File: src/hdl/scrl_lcd_pkg.sv
// ----------------------------------------------------------------------------
// scrl_lcd_pkg
// Shared types, register indexes and the LCD init sequence table.
// ----------------------------------------------------------------------------
package scrl_lcd_pkg;

  localparam logic [1:0] REG_ENABLED    = 2'd0;
  localparam logic [1:0] REG_WAIT_TICKS = 2'd1;
  localparam logic [1:0] REG_CHAR_TICKS = 2'd2;

  localparam logic [1:0] PH_INIT  = 2'd0;
  localparam logic [1:0] PH_IDLE  = 2'd1;
  localparam logic [1:0] PH_PRINT = 2'd2;
  localparam logic [1:0] PH_WAIT  = 2'd3;

  localparam logic [7:0] SPACE_CH   = 8'h20;
  localparam logic [7:0] CMD_ROW0   = 8'h80;
  localparam logic [7:0] CMD_ROW1   = 8'hC0;
  localparam logic [7:0] WAIT_RESET = 8'd30;
  localparam logic [3:0] CHAR_RESET = 4'd1;
  localparam logic [2:0] INIT_LAST  = 3'd7;

  typedef struct packed {
    logic        out_kind;
    logic        reg_select;
    logic [7:0]  value;
    logic        upper_only;
    logic [13:0] pause_before_us;
    logic        final_res;
  } res_t;

  function automatic res_t init_entry(logic [2:0] idx);
    res_t r;
    r = '0;
    case (idx)
      3'd0: begin r.value = 8'h30; r.upper_only = 1'b1; r.pause_before_us = 14'd15000; end
      3'd1: begin r.value = 8'h30; r.upper_only = 1'b1; r.pause_before_us = 14'd5000; end
      3'd2: begin r.value = 8'h30; r.upper_only = 1'b1; r.pause_before_us = 14'd100; end
      3'd3: begin r.value = 8'h20; r.upper_only = 1'b1; end
      3'd4: r.value = 8'h28;
      3'd5: r.value = 8'h0C;
      3'd6: r.value = 8'h01;
      default: begin r.value = 8'h06; r.pause_before_us = 14'd1640; end
    endcase
    return r;
  endfunction

endpackage

File: src/hdl/scrl_lcd_ifs.sv
// ----------------------------------------------------------------------------
// scrl_lcd interfaces
// Valid/ready channels for input items and result items.
// ----------------------------------------------------------------------------
interface scrl_lcd_in_if;
  logic       valid;
  logic       ready;
  logic       kind;
  logic [7:0] character;
  logic       line_end;
  modport source (output valid, kind, character, line_end, input ready);
  modport sink   (input valid, kind, character, line_end, output ready);
endinterface

interface scrl_lcd_out_if;
  logic        valid;
  logic        ready;
  logic        out_kind;
  logic        reg_select;
  logic [7:0]  value;
  logic        upper_only;
  logic [13:0] pause_before_us;
  logic        final_res;
  modport source (output valid, out_kind, reg_select, value, upper_only, pause_before_us,
                  final_res, input ready);
  modport sink   (input valid, out_kind, reg_select, value, upper_only, pause_before_us,
                  final_res, output ready);
endinterface

File: src/hdl/scrolling_two_line_lcd_controller_unit.sv
// ----------------------------------------------------------------------------
// scrolling_two_line_lcd_controller_unit
// Two-line LCD controller: line FIFO and screen rows held in RAMs.
// ----------------------------------------------------------------------------
// Character item: taken in ST_IDLE; a line_end item pads and closes the line in ST_PAD unless the line is dropped.
// Taking a line: read, copy up, write bottom per column (ST_TRD, ST_TWT, ST_TWB).
// Full refresh tick: 2*ROW_CHARS+4 results; screen reads go through ST_REF, then ST_REFD.
// Init tick: 8 results; every tick that emits a result can be held by output stalls.
// Reset: async active low; screen valid bits cleared so rows read as spaces.
module scrolling_two_line_lcd_controller_unit #(
  parameter int ROW_CHARS  = 16,
  parameter int FIFO_LINES = 5
) (
  input  logic                 clk_i,
  input  logic                 rst_ni,
  input  logic                 cfg_we_i,
  input  logic [1:0]           cfg_idx_i,
  input  logic [7:0]           cfg_data_i,
  scrl_lcd_in_if.sink          in_i,
  scrl_lcd_out_if.source       res_o
);
  localparam int SDEPTH = 2 * ROW_CHARS;
  localparam int FDEPTH = FIFO_LINES * ROW_CHARS;
  localparam int SA  = $clog2(SDEPTH);
  localparam int FA  = $clog2(FDEPTH);
  localparam int FW  = $clog2(ROW_CHARS + 1);
  localparam int IW  = $clog2(ROW_CHARS);
  localparam int TW  = (FIFO_LINES > 1) ? $clog2(FIFO_LINES) : 1;
  localparam int CW  = $clog2(FIFO_LINES + 1);
  localparam int QW  = $clog2(2 * ROW_CHARS + 4);

  localparam logic [3:0] ST_IDLE = 4'd0, ST_PAD = 4'd1, ST_INIT = 4'd2,
                         ST_TRD = 4'd3, ST_TWT = 4'd4, ST_TWB = 4'd5,
                         ST_REF = 4'd6, ST_REFD = 4'd7, ST_BOT = 4'd8,
                         ST_BOTD = 4'd9, ST_NOTE = 4'd10;

  logic [3:0] state_q, state_d;
  logic [1:0] phase_q, phase_d;
  logic       en_q, en_d;
  logic [7:0] wait_q, wait_d;
  logic [3:0] cht_q, cht_d;
  logic [TW-1:0] head_q, head_d, tail_q, tail_d;
  logic [CW-1:0] count_q, count_d;
  logic [FW-1:0] fill_q, fill_d, col_q, col_d;
  logic       drop_q, drop_d, ended_q, ended_d, started_q, started_d, second_q, second_d;
  logic [7:0] timer_q, timer_d;
  logic [IW-1:0] idx_q, idx_d;
  logic [2:0] icnt_q, icnt_d;
  logic [QW-1:0] seq_q, seq_d;
  logic [SDEPTH-1:0] sv_q, sv_d;
  logic       rv_q;
  logic       ov_q;
  scrl_lcd_pkg::res_t res_q, emit_res;
  logic       emit;

  logic          s_we, s_re, f_we, f_re;
  logic [SA-1:0] s_waddr, s_raddr;
  logic [FA-1:0] f_waddr, f_raddr;
  logic [7:0]    s_wdata, f_wdata, s_rdata, f_rdata, s_char;

  logic       out_free, acc, drop_now, ch_zero;
  logic [7:0] tnext;

  scrl_lcd_ram #(.WIDTH(8), .DEPTH(SDEPTH)) u_scr (
    .clk_i, .we_i(s_we), .waddr_i(s_waddr), .wdata_i(s_wdata),
    .re_i(s_re), .raddr_i(s_raddr), .rdata_o(s_rdata));
  scrl_lcd_ram #(.WIDTH(8), .DEPTH(FDEPTH)) u_fifo (
    .clk_i, .we_i(f_we), .waddr_i(f_waddr), .wdata_i(f_wdata),
    .re_i(f_re), .raddr_i(f_raddr), .rdata_o(f_rdata));

  assign out_free = !ov_q || res_o.ready;
  assign in_i.ready = (state_q == ST_IDLE);
  assign acc = in_i.valid && in_i.ready;
  assign drop_now = drop_q || (fill_q == '0 && count_q >= CW'(FIFO_LINES));
  assign ch_zero = (in_i.character == 8'd0);
  assign tnext = (timer_q == 8'hFF) ? timer_q : timer_q + 8'd1;
  // entries never written since init read as spaces
  assign s_char = rv_q ? s_rdata : scrl_lcd_pkg::SPACE_CH;
  assign f_waddr = FA'(tail_q) * FA'(ROW_CHARS) + FA'(fill_q);
  assign f_raddr = FA'(head_q) * FA'(ROW_CHARS) + FA'(idx_q);

  always_comb begin
    state_d = state_q; phase_d = phase_q;
    en_d = en_q; wait_d = wait_q; cht_d = cht_q;
    head_d = head_q; tail_d = tail_q; count_d = count_q;
    fill_d = fill_q; col_d = col_q; drop_d = drop_q; ended_d = ended_q;
    started_d = started_q; second_d = second_q; timer_d = timer_q;
    idx_d = idx_q; icnt_d = icnt_q; seq_d = seq_q; sv_d = sv_q;
    s_we = 1'b0; s_re = 1'b0; f_we = 1'b0; f_re = 1'b0;
    s_waddr = '0; s_raddr = '0; s_wdata = f_rdata; f_wdata = scrl_lcd_pkg::SPACE_CH;
    emit = 1'b0; emit_res = '0;

    if (cfg_we_i) begin
      case (cfg_idx_i)
        scrl_lcd_pkg::REG_ENABLED:    en_d = cfg_data_i[0];
        scrl_lcd_pkg::REG_WAIT_TICKS: wait_d = cfg_data_i;
        scrl_lcd_pkg::REG_CHAR_TICKS: cht_d = cfg_data_i[3:0];
        default: ;
      endcase
    end

    case (state_q)
      ST_IDLE: begin
        if (acc && !in_i.kind) begin
          if (!drop_now && fill_q < FW'(ROW_CHARS)) begin
            f_we = 1'b1;
            f_wdata = (ended_q || ch_zero) ? scrl_lcd_pkg::SPACE_CH : in_i.character;
            fill_d = fill_q + FW'(1);
            ended_d = ended_q || ch_zero;
          end
          drop_d = drop_now;
          if (in_i.line_end) begin
            if (!drop_now) state_d = ST_PAD;
            else begin
              fill_d = '0; drop_d = 1'b0; ended_d = 1'b0;
            end
          end
        end else if (acc && en_q) begin
          case (phase_q)
            scrl_lcd_pkg::PH_INIT: begin
              icnt_d = '0; state_d = ST_INIT;
            end
            scrl_lcd_pkg::PH_PRINT: begin
              if (tnext < {4'd0, cht_q}) timer_d = tnext;
              else begin
                timer_d = '0;
                if (!started_q) begin
                  started_d = 1'b1; seq_d = '0; state_d = ST_REF;
                end else if (col_q < FW'(ROW_CHARS)) begin
                  state_d = ST_BOT;
                end else begin
                  started_d = 1'b0; col_d = '0;
                  if (second_q) begin
                    second_d = 1'b0; phase_d = scrl_lcd_pkg::PH_WAIT;
                  end else begin
                    second_d = 1'b1; phase_d = scrl_lcd_pkg::PH_IDLE;
                    if (count_q == '0) state_d = ST_NOTE;
                  end
                end
              end
            end
            scrl_lcd_pkg::PH_WAIT: begin
              timer_d = tnext;
              if (tnext >= wait_q) begin
                phase_d = scrl_lcd_pkg::PH_IDLE;
                if (count_q == '0) state_d = ST_NOTE;
              end
            end
            default: begin
              if (count_q != '0) begin
                idx_d = '0; state_d = ST_TRD;
              end
            end
          endcase
        end
      end
      ST_PAD: begin
        if (fill_q < FW'(ROW_CHARS)) begin
          f_we = 1'b1;
          fill_d = fill_q + FW'(1);
        end else begin
          tail_d = (tail_q == TW'(FIFO_LINES - 1)) ? '0 : tail_q + TW'(1);
          count_d = count_q + CW'(1);
          fill_d = '0; drop_d = 1'b0; ended_d = 1'b0;
          state_d = ST_IDLE;
        end
      end
      ST_INIT: begin
        if (out_free) begin
          emit = 1'b1;
          emit_res = scrl_lcd_pkg::init_entry(icnt_q);
          emit_res.final_res = (icnt_q == scrl_lcd_pkg::INIT_LAST);
          icnt_d = icnt_q + 3'd1;
          if (icnt_q == scrl_lcd_pkg::INIT_LAST) begin
            sv_d = '0; phase_d = scrl_lcd_pkg::PH_IDLE; state_d = ST_IDLE;
          end
        end
      end
      ST_TRD: begin
        s_re = 1'b1; f_re = 1'b1;
        s_raddr = SA'(ROW_CHARS) + SA'(idx_q);
        state_d = ST_TWT;
      end
      ST_TWT: begin
        s_we = 1'b1; s_waddr = SA'(idx_q); s_wdata = s_char;
        sv_d[SA'(idx_q)] = 1'b1;
        state_d = ST_TWB;
      end
      ST_TWB: begin
        s_we = 1'b1; s_waddr = SA'(ROW_CHARS) + SA'(idx_q); s_wdata = f_rdata;
        sv_d[SA'(ROW_CHARS) + SA'(idx_q)] = 1'b1;
        if (idx_q == IW'(ROW_CHARS - 1)) begin
          head_d = (head_q == TW'(FIFO_LINES - 1)) ? '0 : head_q + TW'(1);
          count_d = count_q - CW'(1);
          timer_d = '0; phase_d = scrl_lcd_pkg::PH_PRINT;
          state_d = ST_IDLE;
        end else begin
          idx_d = idx_q + IW'(1); state_d = ST_TRD;
        end
      end
      ST_REF: begin
        // seq: row0 cmd, top chars, row1 cmd, blanks, row1 cmd, first bottom char
        if (seq_q >= QW'(1) && seq_q <= QW'(ROW_CHARS)) begin
          s_re = 1'b1; s_raddr = SA'(seq_q - QW'(1)); state_d = ST_REFD;
        end else if (seq_q == QW'(2 * ROW_CHARS + 3)) begin
          s_re = 1'b1; s_raddr = SA'(ROW_CHARS); state_d = ST_REFD;
        end else if (out_free) begin
          emit = 1'b1;
          if (seq_q == '0) emit_res.value = scrl_lcd_pkg::CMD_ROW0;
          else if (seq_q == QW'(ROW_CHARS + 1) || seq_q == QW'(2 * ROW_CHARS + 2))
            emit_res.value = scrl_lcd_pkg::CMD_ROW1;
          else begin
            emit_res.reg_select = 1'b1; emit_res.value = scrl_lcd_pkg::SPACE_CH;
          end
          seq_d = seq_q + QW'(1);
        end
      end
      ST_REFD: begin
        if (out_free) begin
          emit = 1'b1;
          emit_res.reg_select = 1'b1; emit_res.value = s_char;
          if (seq_q == QW'(2 * ROW_CHARS + 3)) begin
            emit_res.final_res = 1'b1; col_d = FW'(1); state_d = ST_IDLE;
          end else begin
            seq_d = seq_q + QW'(1); state_d = ST_REF;
          end
        end
      end
      ST_BOT: begin
        s_re = 1'b1; s_raddr = SA'(ROW_CHARS) + SA'(col_q); state_d = ST_BOTD;
      end
      ST_BOTD: begin
        if (out_free) begin
          emit = 1'b1;
          emit_res.reg_select = 1'b1; emit_res.value = s_char; emit_res.final_res = 1'b1;
          col_d = col_q + FW'(1); state_d = ST_IDLE;
        end
      end
      ST_NOTE: begin
        if (out_free) begin
          emit = 1'b1;
          emit_res.out_kind = 1'b1; emit_res.final_res = 1'b1;
          state_d = ST_IDLE;
        end
      end
      default: state_d = ST_IDLE;
    endcase
  end

  always_ff @(posedge clk_i or negedge rst_ni) begin
    if (!rst_ni) begin
      state_q <= ST_IDLE; phase_q <= scrl_lcd_pkg::PH_INIT;
      en_q <= 1'b0; wait_q <= scrl_lcd_pkg::WAIT_RESET; cht_q <= scrl_lcd_pkg::CHAR_RESET;
      head_q <= '0; tail_q <= '0; count_q <= '0; fill_q <= '0; col_q <= '0;
      drop_q <= 1'b0; ended_q <= 1'b0; started_q <= 1'b0; second_q <= 1'b0;
      timer_q <= '0; idx_q <= '0; icnt_q <= '0; seq_q <= '0; sv_q <= '0;
      rv_q <= 1'b0; ov_q <= 1'b0;
    end else begin
      state_q <= state_d; phase_q <= phase_d;
      en_q <= en_d; wait_q <= wait_d; cht_q <= cht_d;
      head_q <= head_d; tail_q <= tail_d; count_q <= count_d; fill_q <= fill_d;
      col_q <= col_d; drop_q <= drop_d; ended_q <= ended_d; started_q <= started_d;
      second_q <= second_d; timer_q <= timer_d; idx_q <= idx_d; icnt_q <= icnt_d;
      seq_q <= seq_d; sv_q <= sv_d;
      if (s_re) rv_q <= sv_q[s_raddr];
      if (emit) ov_q <= 1'b1;
      else if (res_o.ready) ov_q <= 1'b0;
    end
  end

  always_ff @(posedge clk_i) begin
    if (emit) res_q <= emit_res;
  end

  assign res_o.valid           = ov_q;
  assign res_o.out_kind        = res_q.out_kind;
  assign res_o.reg_select      = res_q.reg_select;
  assign res_o.value           = res_q.value;
  assign res_o.upper_only      = res_q.upper_only;
  assign res_o.pause_before_us = res_q.pause_before_us;
  assign res_o.final_res       = res_q.final_res;

`ifndef SYNTH
  a_fifo_bound: assert property (@(posedge clk_i) disable iff (!rst_ni)
    count_q <= CW'(FIFO_LINES)) else $error("line count overflow");
  a_fill_bound: assert property (@(posedge clk_i) disable iff (!rst_ni)
    fill_q <= FW'(ROW_CHARS)) else $error("fill index overflow");
  a_final_idle: assert property (@(posedge clk_i) disable iff (!rst_ni)
    (emit && emit_res.final_res) |=> (state_q == ST_IDLE)) else $error("final not at end");
  a_emit_free: assert property (@(posedge clk_i) disable iff (!rst_ni)
    emit |-> out_free) else $error("result overwritten");
`endif
endmodule

File: src/hdl/scrl_lcd_ram.sv
// ----------------------------------------------------------------------------
// scrl_lcd_ram
// Generic single-write, single-read RAM with registered read data.
// ----------------------------------------------------------------------------
module scrl_lcd_ram #(
  parameter int WIDTH = 8,
  parameter int DEPTH = 32
) (
  input  logic                     clk_i,
  input  logic                     we_i,
  input  logic [$clog2(DEPTH)-1:0] waddr_i,
  input  logic [WIDTH-1:0]         wdata_i,
  input  logic                     re_i,
  input  logic [$clog2(DEPTH)-1:0] raddr_i,
  output logic [WIDTH-1:0]         rdata_o
);
  logic [WIDTH-1:0] mem_q [DEPTH];
  logic [WIDTH-1:0] rdata_q;

  always_ff @(posedge clk_i) begin
    if (we_i) mem_q[waddr_i] <= wdata_i;
    if (re_i) rdata_q <= mem_q[raddr_i];
  end

  assign rdata_o = rdata_q;
endmodule
File: src/flat_wrapper.sv
// flat-port wrapper written by rule: the top's interface ports become plain ports
module scrolling_two_line_lcd_controller_unit_flat 
#(
  parameter int ROW_CHARS  = 16,
  parameter int FIFO_LINES = 5
)
  (clk_i, rst_ni, cfg_we_i, cfg_idx_i, cfg_data_i, in_i_valid, in_i_kind, in_i_character, in_i_line_end, in_i_ready, res_o_valid, res_o_out_kind, res_o_reg_select, res_o_value, res_o_upper_only, res_o_pause_before_us, res_o_final_res, res_o_ready);
  scrl_lcd_in_if in_i_i ();
  scrl_lcd_out_if res_o_i ();
  input  logic clk_i;
  input  logic rst_ni;
  input  logic cfg_we_i;
  input  logic [1:0] cfg_idx_i;
  input  logic [7:0] cfg_data_i;
  input wire logic [$bits(in_i_i.valid)-1:0] in_i_valid;
  input wire logic [$bits(in_i_i.kind)-1:0] in_i_kind;
  input wire logic [$bits(in_i_i.character)-1:0] in_i_character;
  input wire logic [$bits(in_i_i.line_end)-1:0] in_i_line_end;
  output wire logic [$bits(in_i_i.ready)-1:0] in_i_ready;
  output wire logic [$bits(res_o_i.valid)-1:0] res_o_valid;
  output wire logic [$bits(res_o_i.out_kind)-1:0] res_o_out_kind;
  output wire logic [$bits(res_o_i.reg_select)-1:0] res_o_reg_select;
  output wire logic [$bits(res_o_i.value)-1:0] res_o_value;
  output wire logic [$bits(res_o_i.upper_only)-1:0] res_o_upper_only;
  output wire logic [$bits(res_o_i.pause_before_us)-1:0] res_o_pause_before_us;
  output wire logic [$bits(res_o_i.final_res)-1:0] res_o_final_res;
  input wire logic [$bits(res_o_i.ready)-1:0] res_o_ready;
  assign in_i_i.valid = in_i_valid;
  assign in_i_i.kind = in_i_kind;
  assign in_i_i.character = in_i_character;
  assign in_i_i.line_end = in_i_line_end;
  assign in_i_ready = in_i_i.ready;
  assign res_o_valid = res_o_i.valid;
  assign res_o_out_kind = res_o_i.out_kind;
  assign res_o_reg_select = res_o_i.reg_select;
  assign res_o_value = res_o_i.value;
  assign res_o_upper_only = res_o_i.upper_only;
  assign res_o_pause_before_us = res_o_i.pause_before_us;
  assign res_o_final_res = res_o_i.final_res;
  assign res_o_i.ready = res_o_ready;
  scrolling_two_line_lcd_controller_unit #(.ROW_CHARS(ROW_CHARS), .FIFO_LINES(FIFO_LINES)) u_core (.clk_i(clk_i), .rst_ni(rst_ni), .cfg_we_i(cfg_we_i), .cfg_idx_i(cfg_idx_i), .cfg_data_i(cfg_data_i), .in_i(in_i_i), .res_o(res_o_i));
endmodule
File: config.mk
export PLATFORM = sky130hd
export DESIGN_NAME = scrolling_two_line_lcd_controller_unit_flat
export DESIGN_NICKNAME = d
export VERILOG_FILES = /design/src/hdl/scrl_lcd_pkg.sv /design/src/hdl/scrl_lcd_ifs.sv /design/src/hdl/scrolling_two_line_lcd_controller_unit.sv /design/src/hdl/scrl_lcd_ram.sv /design/src/flat_wrapper.sv
export SDC_FILE = /design/constraint.sdc
export NUM_CORES = 1
export LEC_CHECK = 0
export BUFFER_PORTS_ARGS = -buffer_cell sky130_fd_sc_hd__buf_2
export CAP_MARGIN = 20
export CORE_MARGIN = 4
export CORE_UTILIZATION = 45
export CTS_CLUSTER_SIZE = 40
export DETAILED_ROUTE_END_ITERATION = 8
export MAX_ROUTING_LAYER = met4
export PLACE_DENSITY = 0.61
export SLEW_MARGIN = 25
export SYNTH_ARGS = -nofsm -noshare
export SYNTH_HDL_FRONTEND = slang
export SYNTH_HIERARCHICAL = 1
export SYNTH_SLANG_ARGS = --single-unit
File: constraint.sdc
create_clock -name clk_i -period 7.3 [get_ports clk_i]
set_input_delay 0.365 -clock clk_i [delete_from_list [all_inputs] [get_ports clk_i]]
set_output_delay 0.365 -clock clk_i [all_outputs]
set_load 0.02 [all_outputs]
**Word level (Yosys, flattened, before mapping)**

Memories as Yosys holds them, arrays and structs flattened. A register that Yosys moved wholly into a read port is not among the register bits.
Index checks and enable logic that the tools add are counted.

- Output and inout port bits: 28
- Memories kept: 2
- Input bits: 25
- Bits in registers: 123
- Memory bits (writable): 896
- Logic and storage cells: 338

Memory list:

| memory | depth | bits a word | read ports | clocked after memory_dff | wr ports | RTL line | text |
|---|---|---|---|---|---|---|---|
| u_core.u_fifo.mem_q | 80 | 8 | 1 | 1 | 1 | scrl_lcd_ram.sv:17 | `logic [WIDTH-1:0] mem_q [DEPTH];` |
| u_core.u_scr.mem_q | 32 | 8 | 1 | 1 | 1 | scrl_lcd_ram.sv:17 |  |

- Bitwise operators: 6
- Reductions and logical operators: 61
- Mux-type cells: 150
- $lt $le $gt $ge: 12
- Equal/unequal tests: 65
- Add/sub/neg operators: 15

Operator list:

| operator | number |
|---|---|
| 8-bit two-way mux | 13 |
| 32-bit case mux with 3 select lines | 1 |
| 4-bit two-way mux | 23 |
| 5-bit two-way mux | 16 |
| 32-bit two-way mux | 2 |
| 6-bit two-way mux | 10 |
| 14-bit case mux with 4 select lines | 1 |
| 4-bit case mux with 10 select lines | 1 |
| 9-bit two-way mux | 4 |
| 1-bit two-way mux | 33 |
| 2-bit != test, second input constant | 16 |
| 32-bit by 16-bit bitwise OR with 32-bit output | 1 |
| 32-bit bitwise OR | 1 |
| 8-bit case mux with 2 select lines | 2 |
| 5-bit case mux with 3 select lines | 2 |
| 6-bit case mux with 5 select lines | 1 |
| 3-bit two-way mux | 9 |
| 9-bit case mux with 3 select lines | 1 |
| 24-bit two-way mux | 1 |
| 3-bit != test, second input constant | 8 |
| 2-bit two-way mux | 11 |
| 11-bit AND reduction | 2 |
| 5-bit case mux with 2 select lines | 2 |
| 3-bit equality test, second input constant | 6 |
| other kinds (69) | 142 |

**Logic depth before layout (Yosys ltp)**

- Depth after elaboration: 10
- Depth in mapped cells: 14
- Gate-level depth less buffers: 13

**Hierarchy**

The synthesis kept the hierarchy.

Modules (own cells, without submodules):

| module | times used | area each (µm²) | cells an instance | seq. area each (µm²) |
|---|---|---|---|---|
| scrl_lcd_ram at u_core.u_fifo | 1 | 24987.7 | 1112 | 19458.7 |
| scrl_lcd_ram at u_core.u_scr | 1 | 10133.5 | 417 | 7927.6 |
| scrolling_two_line_lcd_controller_unit | 1 | 7214.4 | 783 | 3004.1 |

**Least setup slack after synthesis**

Ideal clock, no wire load.

- Path type: register -> register
- Start: register u_core.seq_q[0]
- End: register u_core.u_scr.rdata_q[0], in the netlist u_core/u_scr/rdata_o[0] (read register of u_core.u_scr.mem_q), data pin
- Required time: 7.040 ns
- Setup time: 0.260 ns
- Cell stages (with the launch flop): 13
- Arrival time: 3.480 ns
- Period minus slack after synthesis: 3.739 ns
- Slack: 3.561 ns
- Buffers on the path: 3
- Cell sequence: dfrtp_1 inv_1 ha_1 or3b_4 a21oi_4 nand3_2 o22a_4 buf_6 inv_1 buf_2 buf_1 mux4_2 mux2_2

- Longest elaborated chain between the ends: 4
- Elaborated cells between the ends (all ways): 11
- Those cells by class: add/sub (1); order compare (2); eq/ne (1); mux (6); reduce/logical (1)

Ends and longest elaborated chain:

| what | RTL line | text |
|---|---|---|
| start, declared | scrolling_two_line_lcd_controller_unit.sv:49 | `logic [QW-1:0] seq_q, seq_d;` |
| start signal, assigned | scrolling_two_line_lcd_controller_unit.sv:264 | `seq_q <= seq_d; sv_q <= sv_d;` |
| 6-bit by 1-bit greater-or-equal comparator with 1-bit output or 6-bit by 5-bit less-or-equal comparator with 1-bit output (tied branches) | scrolling_two_line_lcd_controller_unit.sv:203 | `if (seq_q >= QW'(1) && seq_q <= QW'(ROW_CHARS)) begin` |
| 1-bit logical AND | scrolling_two_line_lcd_controller_unit.sv:203 |  |
| 5-bit two-way mux * | scrolling_two_line_lcd_controller_unit.sv:203 |  |
| 5-bit case mux with 3 select lines * | scrolling_two_line_lcd_controller_unit.sv:102 | `case (state_q)` |
| net u_core.s_raddr[1] | scrolling_two_line_lcd_controller_unit.sv:57 | `logic [SA-1:0] s_waddr, s_raddr;` |
| end, declared | scrl_lcd_ram.sv:18 | `logic [WIDTH-1:0] rdata_q;` |

The timed path passes the listed nets; every way through them passes the cells marked *.
A chain may end at the register's enable or synchronous reset.

**Worst setup path in the final report**

- Start: register u_core.seq_q[0]
- End: register u_core.u_scr.rdata_q[4], in the netlist u_core/u_scr/rdata_o[4] (read register of u_core.u_scr.mem_q), data pin

The elaborated chain is that of the path after synthesis.

==> impl_metrics.ini <==
[routing]
wl_met3_mm = 5.59
drcViolationCount = 0
ant_nets = 0
highest_layer = met4
drt-total-wl_mm = 93.7
vias = 21700
viasPerCell = 5.86
met2_wirelength_mm = 46.1
wirelength_met1_mm = 40.0
dr.pass1.iters = 5
drtIter0Drc = 2038
post_drt_wl_per_cell_um = 25.3

[final_layout]
fill_cells = 7501
layout_commonest_cell = edfxtp_1
diodes = 0
drive_gt1_share_pct = 23.2
final_nets = 2435
seq_area_um2 = 30400
stdcell_area_um2 = 47200
areaGrowthSynthToFinish_pct = 11.6
fin_util_pct = 50.6
multi_input_area_um2 = 11300
final_cells = 3708
layout_common_cells = edfxtp_1 (931), mux4_2 (248), nor2_1 (179)

[yosys]
synth_area_leaders = edfxtp_1 (66%), mux4_2 (13%), dfrtp_1 (5.4%)
ys_seq_elements = 1028
synth_top_area_cell = edfxtp_1
synthArstFlopShare_pct = 9.44
synth_edf_count = 931
syn_avg_cell_area_um2 = 18.3
synthesis.instances = 2312
ys.flop_type = edfxtp_1
ys_seq_area_share_pct = 71.8
yosysWarnings = 6
synth_cell_type_count = 89
synth_top_area_share_pct = 66.0
synth_area_um2 = 42300

[critical_path]
end_kind = flop
worstPathRequired_ns = 7.72
critPathKind = flop to flop
cp-start-kind = flop
arrival_ns = 5.41
path_max_fanout = 43

[place]
portBuffers = 50
dp_cells = 3513
place_congestion = 0.840
pre_cts_ws_ns = 2.23
dpl_cell_area_um2 = 43800
dpl.hpwl_mm = 57.1

[global_routing]
gr-total-overflow = 0
grt_pass1_vias = 22200
grt_use_total_pct = 19.7
grt_max_degree = 81
grt_pass1_wl_mm = 142
antenna_found_initial = 0

[clocking]
cts_tree = done
cts_sinks = 1028
cts_made_buffers = 102
cts-htree-levels = 3
cts.path.max_buffers = 3
cts_setup_buffers = 0
cts_root_buffer = clkbuf_16
clk_pin_slew_worst_paths_ns = 0.06
clock_latency_ns = 0.68

[die]
rows = 112
dieArea_um2 = 99100
ios = 53
placeableCoreArea_um2 = 93300
start_util_pct = 45.4
die_y_um = 315
dieWidth_um = 315

[sta]
setup_ws_ns = 2.31
fmax_mhz = 200
finalHoldViolCount = 0
period_needed_ns = 4.99
drv_slew = 0
holdWs_ns = 0.0560
fin_crit_sh_pct = 68.3
finalSetupViolations = 0
skew_ns = 0.0317
fin_tns_setup_ns = 0
worstMarginPinSlew_ns = 1.12
max-slew-margin-rel_pct = 24.8
rsz0062_at_grt = no

[status]
status = finished, final reports clean

[flow_run]
maxCapViolations = 0

[power_and_ir_drop]
ir_drop_uv = 237
p_total_mw = 16.8
p_per_area_nw_per_um2 = 355
p_leak_nw = 15.4

[hold_path]
hold_class = input pin to flop
-- logic make-up after synthesis --
| kind of cell | count (synthesis) | share of synthesized area, % |
|---|---|---|
| fa+ha+maj | 38 | 1.14 |
| simple gates | 486 | 5.54 |
| other cells | 1 | 0.00886 |
| flops | 1028 | 71.8 |
| compound gates | 253 | 4.20 |
| xor+xnor | 8 | 0.183 |
| buf+inv | 168 | 1.92 |
| mux | 330 | 15.2 |
-- sequential cells by signal (all words and copies together), names as in the netlist, 6 cells and up --
name                          flops
u_core/u_fifo/rdata_o             8
u_core/u_scr/mem_q              256
u_core/sv_q                      32
u_core/wait_q                     8
u_core/seq_q                      6
u_core/u_fifo/mem_q             640
u_core/res_o.pause_before_us      7
u_core/timer_q                    8
u_core/u_scr/rdata_o              8
u_core/res_o.value                8
-- Yosys cell counts, types with 4 or more instances --
library cell  instances
a21o_1               12
a21oi_1              29
a221oi_1             11
a22o_1                5
a22oi_1              53
a31oi_1              38
and2_1               14
and3_1               11
and3b_1               4
buf_1                20
buf_2                38
buf_4                16
buf_6                10
clkbuf_1             44
dfrtp_1              92
dfstp_2               5
edfxtp_1            931
ha_1                 37
inv_1                36
mux2_1                5
mux2_2               24
mux2i_1              53
mux4_2              248
nand2_1              98
nand2b_1             16
nand3_1              29
nand3b_1             14
nand4_1              16
nor2_1              195
nor2b_1              17
nor3_1               27
nor3b_1               6
nor4_1                4
o21a_1                4
o21ai_0              40
o21ai_1              11
o22ai_1               5
o31ai_1               5
o32ai_1               4
or2_2                 4
or3_1                 4
or3b_2                4
xnor2_1               4
-- final timing paths --
check                      cells past startpoint                      end       startpoint  slack, ns
max reg2reg                                   10  u_core/u_scr/rdata_o[4]  u_core/seq_q[0]       2.31
min reg2reg                                    2          u_core/sv_q[26]  u_core/sv_q[26]       0.49
max in group asynchronous                      3         u_core/head_q[0]           rst_ni       5.82
min in group asynchronous                      2          u_core/col_q[2]           rst_ni       0.20
min                                            3         u_core/started_q        in_i_kind       0.06
max                                           10  u_core/u_scr/rdata_o[4]  u_core/seq_q[0]       2.31
-- repair_timing --
item,4_1_cts,5_1_grt
hold buffers,9,0
endpoints found under the hold margin,51,0
gates resized for setup,0,0
-- per-layer routing --
metal,track usage [%],vias up
li1,-,9439
met1,27.1,11500
met2,31.2,700
met3,3.31,146
met4,4.55,0
met5,-,-
-- cell type report --
cell class                      instances  area share (%)
Tap cell                             1254            3.32
Timing Repair Buffer                   83            1.11
Clock buffer                          133            5.80
Inverter                               40           0.323
Clock inverter                         53            1.16
Sequential cell                      1028            64.4
Multi-Input combinational cell       1117            23.9
-- where the power goes --
part	internal (mW)	switching (mW)
Combinational	1.71	2.45
Clock	2.96	2.16
Sequential	7.05	0.416
-- worst max-delay path, stage by stage (launching register included) --
cell     delay [ns]
dfrtp_1        0.43
inv_1          0.23
ha_1           0.24
or3b_4         0.41
a21oi_4        0.24
a41oi_4        0.40
inv_4          0.75
buf_4          0.57
mux4_2         0.59
mux4_2         0.51
mux2_2         0.28
Note: power is estimated with default switching activity, not from simulation.
